--- src/design/scpm_pkg.sv ---
package scpm_pkg;

  localparam int NumPorts  = 4;
  localparam int PortW     = $clog2(NumPorts);
  localparam int BankDepth = 8;
  localparam int EntryW    = $clog2(BankDepth);
  localparam int DelayW    = 12;
  localparam int ByteW     = 8;

  // protocol bytes
  localparam logic [ByteW-1:0] ByteStartMask = 8'h01;
  localparam logic [ByteW-1:0] HdrId         = 8'h80;
  localparam logic [ByteW-1:0] HdrAck        = 8'h5A;
  localparam logic [ByteW-1:0] CmdPoll       = 8'h42;
  localparam logic [ByteW-1:0] CardMask      = 8'hF0;

  // acknowledge delays
  localparam logic [DelayW-1:0] AckFirst = 12'd1000;
  localparam logic [DelayW-1:0] AckPad   = 12'h040;
  localparam logic [DelayW-1:0] AckCard  = 12'h020;

  // byte positions within a full-mode frame
  localparam logic [ByteW-1:0] ByteStart    = 8'd0;
  localparam logic [ByteW-1:0] ByteHdrId    = 8'd1;
  localparam logic [ByteW-1:0] ByteHdrAck   = 8'd2;
  localparam logic [ByteW-1:0] ByteCmdFirst = 8'd3;
  localparam logic [ByteW-1:0] ByteDelayEnd = 8'd10;
  localparam logic [ByteW-1:0] ByteCmdEnd   = 8'd11;
  localparam logic [ByteW-1:0] ByteDone     = 8'd33;
  localparam logic [ByteW-1:0] ByteAckEnd   = 8'd34;
  localparam logic [ByteW-1:0] ByteReplyEnd = 8'd35;
  localparam logic [ByteW-1:0] ByteSat      = 8'd255;

  typedef enum logic {
    ACT_CLOCK  = 1'b0,
    ACT_SELECT = 1'b1
  } action_e;

  typedef struct packed {
    logic              cmd_clear;
    logic              cmd_write;
    logic              reply_fill;
    logic              reply_clear;
    logic [EntryW-1:0] entry;
    logic [2:0]        bit_sel;
    logic [ByteW-1:0]  wdata;
    logic              pad_en;
    logic              card_en;
  } lane_ctl_t;

  typedef struct packed {
    logic              cmd_bit;
    logic              reply_bit;
    logic [DelayW-1:0] pad_delay;
    logic [DelayW-1:0] card_delay;
  } lane_res_t;

  typedef struct packed {
    logic [NumPorts-1:0] cmd_bits;
    logic                reply_bit;
    logic [DelayW-1:0]   pad_max;
    logic [NumPorts-1:0] pad_zero;
    logic [DelayW-1:0]   port_delay;
  } merge_t;

endpackage

--- src/design/scpm_lane.sv ---
module scpm_lane import scpm_pkg::*; (
  input  logic              clk_i,
  input  logic              rst_ni,
  input  lane_ctl_t         ctl_i,
  input  logic              pad_resp_i,
  input  logic [DelayW-1:0] pad_delay_i,
  input  logic [DelayW-1:0] card_delay_i,
  output lane_res_t         res_o
);

  logic [ByteW-1:0] cmd_q   [BankDepth];
  logic [ByteW-1:0] cmd_d   [BankDepth];
  logic [ByteW-1:0] reply_q [BankDepth];
  logic [ByteW-1:0] reply_d [BankDepth];
  logic             reply_old;
  logic             reply_drop;

  assign reply_old  = reply_q[ctl_i.entry][ctl_i.bit_sel];
  assign reply_drop = ctl_i.reply_clear && !pad_resp_i;

  always_comb begin
    cmd_d   = cmd_q;
    reply_d = reply_q;
    if (ctl_i.cmd_clear) begin
      for (int k = 0; k < BankDepth; k++) cmd_d[k] = '0;
      cmd_d[0] = CmdPoll;
    end else if (ctl_i.cmd_write) begin
      cmd_d[ctl_i.entry] = ctl_i.wdata;
    end
    if (ctl_i.reply_fill) begin
      for (int k = 0; k < BankDepth; k++) reply_d[k] = '1;
    end else if (reply_drop) begin
      reply_d[ctl_i.entry][ctl_i.bit_sel] = 1'b0;
    end
  end

  always_ff @(posedge clk_i or negedge rst_ni) begin
    if (!rst_ni) begin
      for (int k = 0; k < BankDepth; k++) begin
        cmd_q[k]   <= '0;
        reply_q[k] <= '0;
      end
    end else begin
      cmd_q   <= cmd_d;
      reply_q <= reply_d;
    end
  end

  // reply bit as seen after this transfer's clearing
  assign res_o.cmd_bit    = cmd_q[ctl_i.entry][ctl_i.bit_sel];
  assign res_o.reply_bit  = reply_old && !reply_drop;
  assign res_o.pad_delay  = ctl_i.pad_en  ? pad_delay_i  : '0;
  assign res_o.card_delay = ctl_i.card_en ? card_delay_i : '0;

endmodule

--- src/design/scpm_merge.sv ---
module scpm_merge import scpm_pkg::*; (
  input  lane_res_t        res_i [NumPorts],
  input  logic [PortW-1:0] bank_i,
  input  logic [PortW-1:0] port_i,
  output merge_t           merge_o
);

  logic [DelayW-1:0] port_pad;
  logic [DelayW-1:0] port_card;

  assign port_pad  = res_i[port_i].pad_delay;
  assign port_card = res_i[port_i].card_delay;

  always_comb begin
    merge_o.pad_max = AckPad;
    for (int k = 0; k < NumPorts; k++) begin
      merge_o.cmd_bits[k] = res_i[k].cmd_bit;
      merge_o.pad_zero[k] = (res_i[k].pad_delay == '0);
      if (res_i[k].pad_delay > merge_o.pad_max) merge_o.pad_max = res_i[k].pad_delay;
    end
    merge_o.reply_bit  = res_i[bank_i].reply_bit;
    merge_o.port_delay = (port_pad > port_card) ? port_pad : port_card;
  end

endmodule

--- src/design/serial_controller_port_multiplexer.sv ---
// Four-port hub on a bit-serial, select-framed host link. One input transfer
// is either a select line change (tuser high) or one clocked host bit (tuser
// low), and every input transfer yields exactly one output transfer. A new
// input transfer is taken every clock cycle; the result is held in a single
// output register and appears in the cycle after acceptance. Input stalls only
// while that output register is full and not being taken. Each port has its
// own lane with an 8-byte command bank and an 8-byte reply bank; the lanes
// work in parallel and a merge stage picks the reply bit and combines the
// acknowledge delays.
module serial_controller_port_multiplexer import scpm_pkg::*; (
  input  logic         clk_i,
  input  logic         rst_ni,
  input  logic         s_axis_tvalid,
  output logic         s_axis_tready,
  // txd_bit, select_level, pad_response[3:0], card_response[3:0],
  // pad_delays[47:0], card_delays[47:0], zero fill
  input  logic [111:0] s_axis_tdata,
  // action
  input  logic         s_axis_tuser,
  output logic         m_axis_tvalid,
  input  logic         m_axis_tready,
  // host_bit, pad_clock_enable[3:0], card_clock_enable[3:0], pad_tx_bits[3:0],
  // card_tx_bit, sub_select, ack_valid, ack_delay[11:0], zero fill
  output logic [31:0]  m_axis_tdata
);

  // input fields
  action_e                  action;
  logic                     txd;
  logic                     lvl;
  logic [NumPorts-1:0]      padr;
  logic [NumPorts-1:0]      cardr;
  logic [NumPorts*DelayW-1:0] pd;
  logic [NumPorts*DelayW-1:0] cd;

  assign action = action_e'(s_axis_tuser);
  assign txd    = s_axis_tdata[0];
  assign lvl    = s_axis_tdata[1];
  assign padr   = s_axis_tdata[5:2];
  assign cardr  = s_axis_tdata[9:6];
  assign pd     = s_axis_tdata[57:10];
  assign cd     = s_axis_tdata[105:58];

  // state
  logic             sel_q, sel_d;
  logic             pc_ok_q, pc_ok_d;
  logic [PortW-1:0] pc_q, pc_d;
  logic [2:0]       bit_q, bit_d;
  logic [ByteW-1:0] rx_q, rx_d;
  logic [ByteW-1:0] byte_q, byte_d;
  logic             card_q, card_d;
  logic             frame_q, frame_d;
  logic             fmr_q, fmr_d;
  logic             lfd_q, lfd_d;
  logic [NumPorts-1:0] present_q, present_d;
  logic             abort_q, abort_d;

  // output register
  logic        out_valid_q;
  logic [31:0] out_data_q, out_data_d;

  logic accept;
  logic clk_item;
  logic sel_item;
  logic byte_end;
  logic [ByteW-1:0] rx_new;
  logic [ByteW-1:0] j;
  logic in_reply;
  logic cmd_drive;
  logic m_bit;
  logic [NumPorts-1:0] pen, cen;
  logic ctx;
  logic [3:0] nib;
  logic card_new, frame_new, pc_ok_new;
  logic [PortW-1:0] pc_new;

  lane_ctl_t lane_ctl [NumPorts];
  lane_res_t lane_res [NumPorts];
  merge_t    mrg;

  assign s_axis_tready = !out_valid_q || m_axis_tready;
  assign accept        = s_axis_tvalid && s_axis_tready;
  assign clk_item      = accept && (action == ACT_CLOCK) && sel_q;
  assign sel_item      = accept && (action == ACT_SELECT);
  assign byte_end      = (bit_q == 3'd7);
  assign j             = byte_q - ByteCmdFirst;
  assign in_reply      = (byte_q >= ByteCmdFirst) && (byte_q < ByteReplyEnd);
  assign cmd_drive     = frame_q && !abort_q && (byte_q >= ByteCmdFirst) &&
                         (byte_q < ByteCmdEnd);

  always_comb begin
    rx_new        = rx_q;
    rx_new[bit_q] = txd;
  end

  // byte 0 decode of card mode and port choice
  assign nib       = rx_new[3:0];
  assign card_new  = |(rx_new & CardMask);
  assign frame_new = frame_q && !card_new;
  assign pc_ok_new = frame_new || ((nib != 4'd0) && (nib <= 4'(NumPorts)));
  assign pc_new    = frame_new ? '0 : PortW'(nib - 4'd1);

  // clock enables toward the ports
  always_comb begin
    pen   = '0;
    cen   = '0;
    ctx   = 1'b0;
    m_bit = (bit_q < 3'd4) ? ByteStartMask[bit_q] : txd;
    if (byte_q == ByteStart) begin
      pen = '1;
      cen = '1;
      ctx = m_bit;
    end else if (frame_q) begin
      if (cmd_drive) pen = '1;
    end else if (pc_ok_q) begin
      pen[pc_q] = 1'b1;
      cen[pc_q] = 1'b1;
      ctx       = txd;
    end
  end

  for (genvar k = 0; k < NumPorts; k++) begin : g_lane
    always_comb begin
      lane_ctl[k].cmd_clear   = sel_item && lvl && !sel_q && !lfd_q;
      lane_ctl[k].cmd_write   = clk_item && byte_end && frame_q && in_reply &&
                                (j[EntryW +: PortW] == PortW'(k));
      lane_ctl[k].reply_fill  = clk_item && byte_end && (byte_q == ByteStart) &&
                                frame_new;
      lane_ctl[k].reply_clear = clk_item && cmd_drive;
      lane_ctl[k].entry       = j[EntryW-1:0];
      lane_ctl[k].bit_sel     = bit_q;
      lane_ctl[k].wdata       = rx_new;
      lane_ctl[k].pad_en      = pen[k];
      lane_ctl[k].card_en     = cen[k];
    end

    scpm_lane u_lane (
      .clk_i        (clk_i),
      .rst_ni       (rst_ni),
      .ctl_i        (lane_ctl[k]),
      .pad_resp_i   (padr[k]),
      .pad_delay_i  (pd[k*DelayW +: DelayW]),
      .card_delay_i (cd[k*DelayW +: DelayW]),
      .res_o        (lane_res[k])
    );
  end

  scpm_merge u_merge (
    .res_i   (lane_res),
    .bank_i  (j[EntryW +: PortW]),
    .port_i  ((byte_q == ByteStart) ? pc_new : pc_q),
    .merge_o (mrg)
  );

  // next state and result
  always_comb begin
    logic             host;
    logic [NumPorts-1:0] ptx;
    logic             ackv;
    logic [DelayW-1:0] ackd;
    logic [ByteW-1:0] bcn;

    sel_d     = sel_q;
    pc_ok_d   = pc_ok_q;
    pc_d      = pc_q;
    bit_d     = bit_q;
    rx_d      = rx_q;
    byte_d    = byte_q;
    card_d    = card_q;
    frame_d   = frame_q;
    fmr_d     = fmr_q;
    lfd_d     = lfd_q;
    present_d = present_q;
    abort_d   = abort_q;
    host      = 1'b1;
    ptx       = '0;
    ackv      = 1'b0;
    ackd      = '0;
    bcn       = byte_q;

    if (sel_item) begin
      sel_d = lvl;
      if (!lvl) begin
        bit_d   = '0;
        rx_d    = '0;
        pc_ok_d = 1'b0;
        card_d  = 1'b0;
        frame_d = 1'b0;
      end else if (!sel_q) begin
        frame_d = fmr_q;
        lfd_d   = 1'b0;
        byte_d  = '0;
      end
    end else if (clk_item) begin
      rx_d  = rx_new;
      bit_d = bit_q + 3'd1;
      if (byte_q == ByteStart) begin
        ptx = {NumPorts{m_bit}};
      end else if (frame_q) begin
        if (byte_q == ByteHdrId) begin
          host = HdrId[bit_q];
        end else if (byte_q == ByteHdrAck) begin
          host = HdrAck[bit_q];
        end else if (in_reply) begin
          if (cmd_drive) ptx = mrg.cmd_bits;
          host = mrg.reply_bit;
        end
      end else if (pc_ok_q) begin
        ptx[pc_q] = txd;
        host      = padr[pc_q] & cardr[pc_q];
      end

      if (byte_end) begin
        if (byte_q == ByteStart) begin
          card_d  = card_new;
          frame_d = frame_new;
          pc_ok_d = pc_ok_new;
          pc_d    = pc_new;
        end
        if (byte_q == ByteHdrId) abort_d = frame_q && (rx_new != CmdPoll);
        if ((!card_d || frame_d) && byte_q == ByteHdrAck) fmr_d = rx_new[0];
        if (frame_d && byte_q == ByteDone) lfd_d = 1'b1;

        if (frame_d) begin
          if (byte_q == ByteStart) begin
            ackv      = 1'b1;
            ackd      = AckFirst;
            present_d = ~mrg.pad_zero;
          end else if (byte_q == ByteHdrId) begin
            ackv = 1'b1;
            ackd = AckPad;
          end else if (byte_q == ByteHdrAck) begin
            ackv = 1'b1;
            if (present_q != '0) begin
              ackd = AckPad;
            end else begin
              bcn  = ByteSat;
              ackd = '0;
            end
          end else if (byte_q >= ByteCmdFirst && byte_q < ByteAckEnd) begin
            ackv = 1'b1;
            if (byte_q < ByteDelayEnd) begin
              ackd = mrg.pad_max;
              // a present pad that stays silent after the first command byte
              if (byte_q == ByteCmdFirst && |(present_q & mrg.pad_zero)) abort_d = 1'b1;
            end else begin
              ackd = AckCard;
            end
            if (byte_q == ByteCmdFirst && abort_d) begin
              bcn  = ByteSat;
              ackd = '0;
            end
          end
        end else if (pc_ok_d) begin
          ackv = 1'b1;
          ackd = mrg.port_delay;
        end
        byte_d = (bcn != ByteSat) ? bcn + 8'd1 : bcn;
      end
    end

    out_data_d = {4'b0, ackd, ackv, sel_d, ctx & clk_item, ptx,
                  clk_item ? cen : '0, clk_item ? pen : '0, host};
  end

  always_ff @(posedge clk_i or negedge rst_ni) begin
    if (!rst_ni) begin
      sel_q     <= 1'b0;
      pc_ok_q   <= 1'b0;
      pc_q      <= '0;
      bit_q     <= '0;
      rx_q      <= '0;
      byte_q    <= '0;
      card_q    <= 1'b0;
      frame_q   <= 1'b0;
      fmr_q     <= 1'b0;
      lfd_q     <= 1'b0;
      present_q <= '0;
      abort_q   <= 1'b0;
    end else begin
      sel_q     <= sel_d;
      pc_ok_q   <= pc_ok_d;
      pc_q      <= pc_d;
      bit_q     <= bit_d;
      rx_q      <= rx_d;
      byte_q    <= byte_d;
      card_q    <= card_d;
      frame_q   <= frame_d;
      fmr_q     <= fmr_d;
      lfd_q     <= lfd_d;
      present_q <= present_d;
      abort_q   <= abort_d;
    end
  end

  always_ff @(posedge clk_i or negedge rst_ni) begin
    if (!rst_ni) begin
      out_valid_q <= 1'b0;
    end else if (accept) begin
      out_valid_q <= 1'b1;
    end else if (m_axis_tready) begin
      out_valid_q <= 1'b0;
    end
  end

  always_ff @(posedge clk_i) begin
    if (accept) out_data_q <= out_data_d;
  end

  assign m_axis_tvalid = out_valid_q;
  assign m_axis_tdata  = out_data_q;

endmodule
--- config.mk ---
export PLATFORM = sky130hd
export DESIGN_NAME = serial_controller_port_multiplexer
export DESIGN_NICKNAME = d
export VERILOG_FILES = /design/src/design/scpm_pkg.sv /design/src/design/scpm_lane.sv /design/src/design/scpm_merge.sv /design/src/design/serial_controller_port_multiplexer.sv
export SDC_FILE = /design/constraint.sdc
export NUM_CORES = 2
export LEC_CHECK = 0
export BUFFER_PORTS_ARGS = -buffer_cell sky130_fd_sc_hd__buf_2
export CAP_MARGIN = 20
export CELL_PAD_IN_SITES_DETAIL_PLACEMENT = 0
export CELL_PAD_IN_SITES_GLOBAL_PLACEMENT = 1
export CORE_ASPECT_RATIO = 1.4
export CORE_MARGIN = 5
export CORE_UTILIZATION = 37
export CTS_CLUSTER_DIAMETER = 200
export DETAILED_ROUTE_END_ITERATION = 12
export PLACE_DENSITY = 0.69
export SYNTH_ARGS = -nofsm -noshare
export SYNTH_HDL_FRONTEND = slang
export SYNTH_SLANG_ARGS = --single-unit
export TNS_END_PERCENT = 30
--- constraint.sdc ---
create_clock -name clk_i -period 13.3 [get_ports clk_i]
set_input_delay 1.33 -clock clk_i [delete_from_list [all_inputs] [get_ports clk_i]]
set_output_delay 1.33 -clock clk_i [all_outputs]
set_load 0.02 [all_outputs]
==> results.cfg <==
[outcome]
status = complete, no violations

[worst_setup_path]
worstReg2RegStart = byte_q[0]
critPathTopFamily = compound AO/OA/AOI/OAI gates
cp.buffers_inverters = 4
rrSetupSlack_ns = 3.13
cp_max_fo = 26
cp.required_ns = 13.67
critical_path_class = reg2reg
endpoint_kind = flip-flop
reg2reg_to = m_axis_tdata[19]
max_stage_delay_ns = 0.67
r2r.worst_path.cells = 35
cp-start-kind = flip-flop
crit_slowest_cell = o21ai_0
cp.arrival_ns = 10.54

[cts]
cts.sinks = 573
ctsResizeCount = 0
cts_hold_buffers = 0
cts.path.max_buffers = 3
cts_tree = built
clk-insertion-delay-late_ns = 0.62
root_buffer = clkbuf_16
clkTransAtPathRegs_ns = 0.06
postCtsSetupRepairBufs = 0
h-tree-depth = 2
cts_buffers = 56

[logic_synthesis]
synth_edf_count = 28
yosys-top-cells-area = dfrtp_1 (47%), a211oi_1 (6.6%), nand2_1 (6.3%)
synth.cell_area_um2 = 28900
synth_seq_cells = 573
ys_warn_count = 0
synth_top_area_share = 0.472
synthArstFlopShare = 0.951
yosys_most_used_dff = dfrtp_1
synth_cells = 3246
synth_top_cell_by_area = dfrtp_1
ys_seq_area_frac = 0.501
synth_cell_types = 83
postSynthAreaPerCell_um2 = 8.90

[worst_hold_path]
whs_endpoint = card_q
hp-start = card_q
hp-class = reg2reg
holdPathStages = 2

[global_routing]
grt_max_degree = 264
overflow = 0
grt_antenna_before_repair = 0
grt_usage = 0.235
grt_pass1_vias = 25600
grt_pass1_wl_mm = 155

[routing]
avgRoutedWirePerCell_um = 23.2
drc_errors = 0
antenna_left = 0
drtIter0Drc = 1980
drt-total-wl_mm = 101
vias = 25400
firstDrtPassIters = 5
drt-vias-per-instance = 5.83

[placed_design]
post-place-ws_ns = 3.32
globalplace.congestion = 0.898
place.port_buffers = 140
hpwl_mm = 66.9

[floorplanning]
fp.coreArea_um2 = 77700
dieArea_um2 = 83800
die_w_um = 246
fp-row-count = 121
die-height_um = 341
start_util = 0.372
io_pins = 151

[sta]
layout_setup_ws_ns = 3.13
setup_tns_ns = 0
hold_viol_final = 0
max_freq_mhz = 98.3
rsz0062_at_grt = false
worst_slew_pin_slew_ns = 1.35
setup_violations = 0
timing.final.crit_share = 0.765
finalCriticalPeriod_ns = 10.17
drv_slew = 0
skew_ns = 0.0270
max_slew_margin = 0.102

[finish]
seq_area_um2 = 14500
diodes = 0
fin_nets = 3442
multi_input_area_um2 = 13400
drive_gt1_frac = 0.115
synthToLayoutAreaGrowth_pct = 13.1
fill_cells = 7651

[pwr]
irDropWorstVdd_uv = 120
p_leak_nw = 15.5
power_density_nw_per_um2 = 155

[flow_run]
drv_cap = 0
==> report_power, final <==
group	switching, mW	leakage (nW)	internal [mW]	total (mW)
Clock	0.685	0.892	0.898	1.58
Sequential	0.0115	7.84	1.77	1.78
Combinational	1.16	6.73	0.548	1.71
Total	1.86	15.5	3.22	5.08
==> worst max-delay path by stage <==
stage / from / end / cells past startpoint
2_1_floorplan: byte_q[0] / m_axis_tdata[19] / 41
3_3_place_gp: byte_q[0] / m_axis_tdata[19] / 36
3_5_place_dp: byte_q[0] / m_axis_tdata[19] / 35
4_1_cts: byte_q[0] / m_axis_tdata[19] / 35
5_1_grt: byte_q[0] / m_axis_tdata[19] / 35
6_report: byte_q[0] / m_axis_tdata[19] / 35
==> final cells by class <==
class | instances | area share
Clock buffer | 81 | 0.0495
Clock inverter | 19 | 0.00551
Inverter | 41 | 0.00471
Multi-Input combinational cell | 2363 | 0.409
Sequential cell | 573 | 0.443
Tap cell | 1045 | 0.0400
Timing Repair Buffer | 234 | 0.0476
==> kinds of logic (layout without fill, tap and decap cells) <==
logic type                 Yosys count  count (layout)  synth area share
AOI/OAI and AO/OA                 1114            1114             0.245
adders and majority gates           56              56            0.0243
muxes                               36              36            0.0155
and+or+nand+nor                   1146            1146             0.169
other                                1               4          0.000130
xor gates and xnor gates             7               7           0.00212
buffers and inverters              313             375            0.0426
DFF                                573             573             0.501
==> worst min-delay path: stages, from the launching register on <==
cell and delay (ns):
dfrtp_1 0.35, nand2_1 0.05, o31ai_1 0.05
==> through the flow <==
step	instances	total power, mW	area [um2]	util	hold WS (ns)
after floorplan	3249	2.90	28900	-	0.447
after global placement	4227	3.49	30500	0.393	0.464
after detailed placement	4234	3.50	30600	0.394	0.472
after CTS	4334	5.10	32400	0.417	0.486
after global routing	4356	5.32	32700	0.421	0.528
final	4356	5.08	32700	0.421	0.487
==> cell usage in the layout (no fill, tap or decap), types with 15 or more instances in the layout <==
cell type,count
a21o_1,26
and2_1,36
nor2_1,431
o221ai_1,15
a21oi_1,94
buf_4,76
nor4_1,20
o22ai_1,225
edfxtp_1,28
nand2_1,481
nor3_1,30
nand3_1,34
a31oi_1,16
o21ai_0,357
a211oi_1,255
inv_1,41
buf_2,139
dfrtp_1,544
ha_1,56
clkbuf_16,57
==> flip-flops by register name, indices dropped and copies added, names as in the netlist, 2 cells and up <==
register / cells
g_lane.u_lane.reply_q: 256
pc_q: 2
m_axis_tdata: 28
bit_q: 3
g_lane.u_lane.cmd_q: 256
rx_q: 8
present_q: 4
byte_q: 8
==> synth_stat cells, drive strengths merged, types with 14 or more instances <==
cell and number:
o22ai 225, nor3 31, buf 50, nand2 487
a21oi 95, inv 41, o221ai 15, nand2b 14
nand4 14, nor2 432, a31oi 16, a22oi 14
o21ai 367, a211oi 255, and2 36, ha 56
a21o 26, mux2i 19, edfxtp 28, dfrtp 545
clkbuf 222, nor4 21, nand3 36
==> metal layers <==
layer | GRT usage | vias up | part of all wire
li1 | - | 11800 | -
met1 | 0.289 | 12600 | 0.39
met2 | 0.413 | 832 | 0.50
met3 | 0.0280 | 216 | 0.051
met4 | 0.107 | 0 | 0.050
met5 | 0 | - | 0
Note: power is estimated with default switching activity, not from simulation.
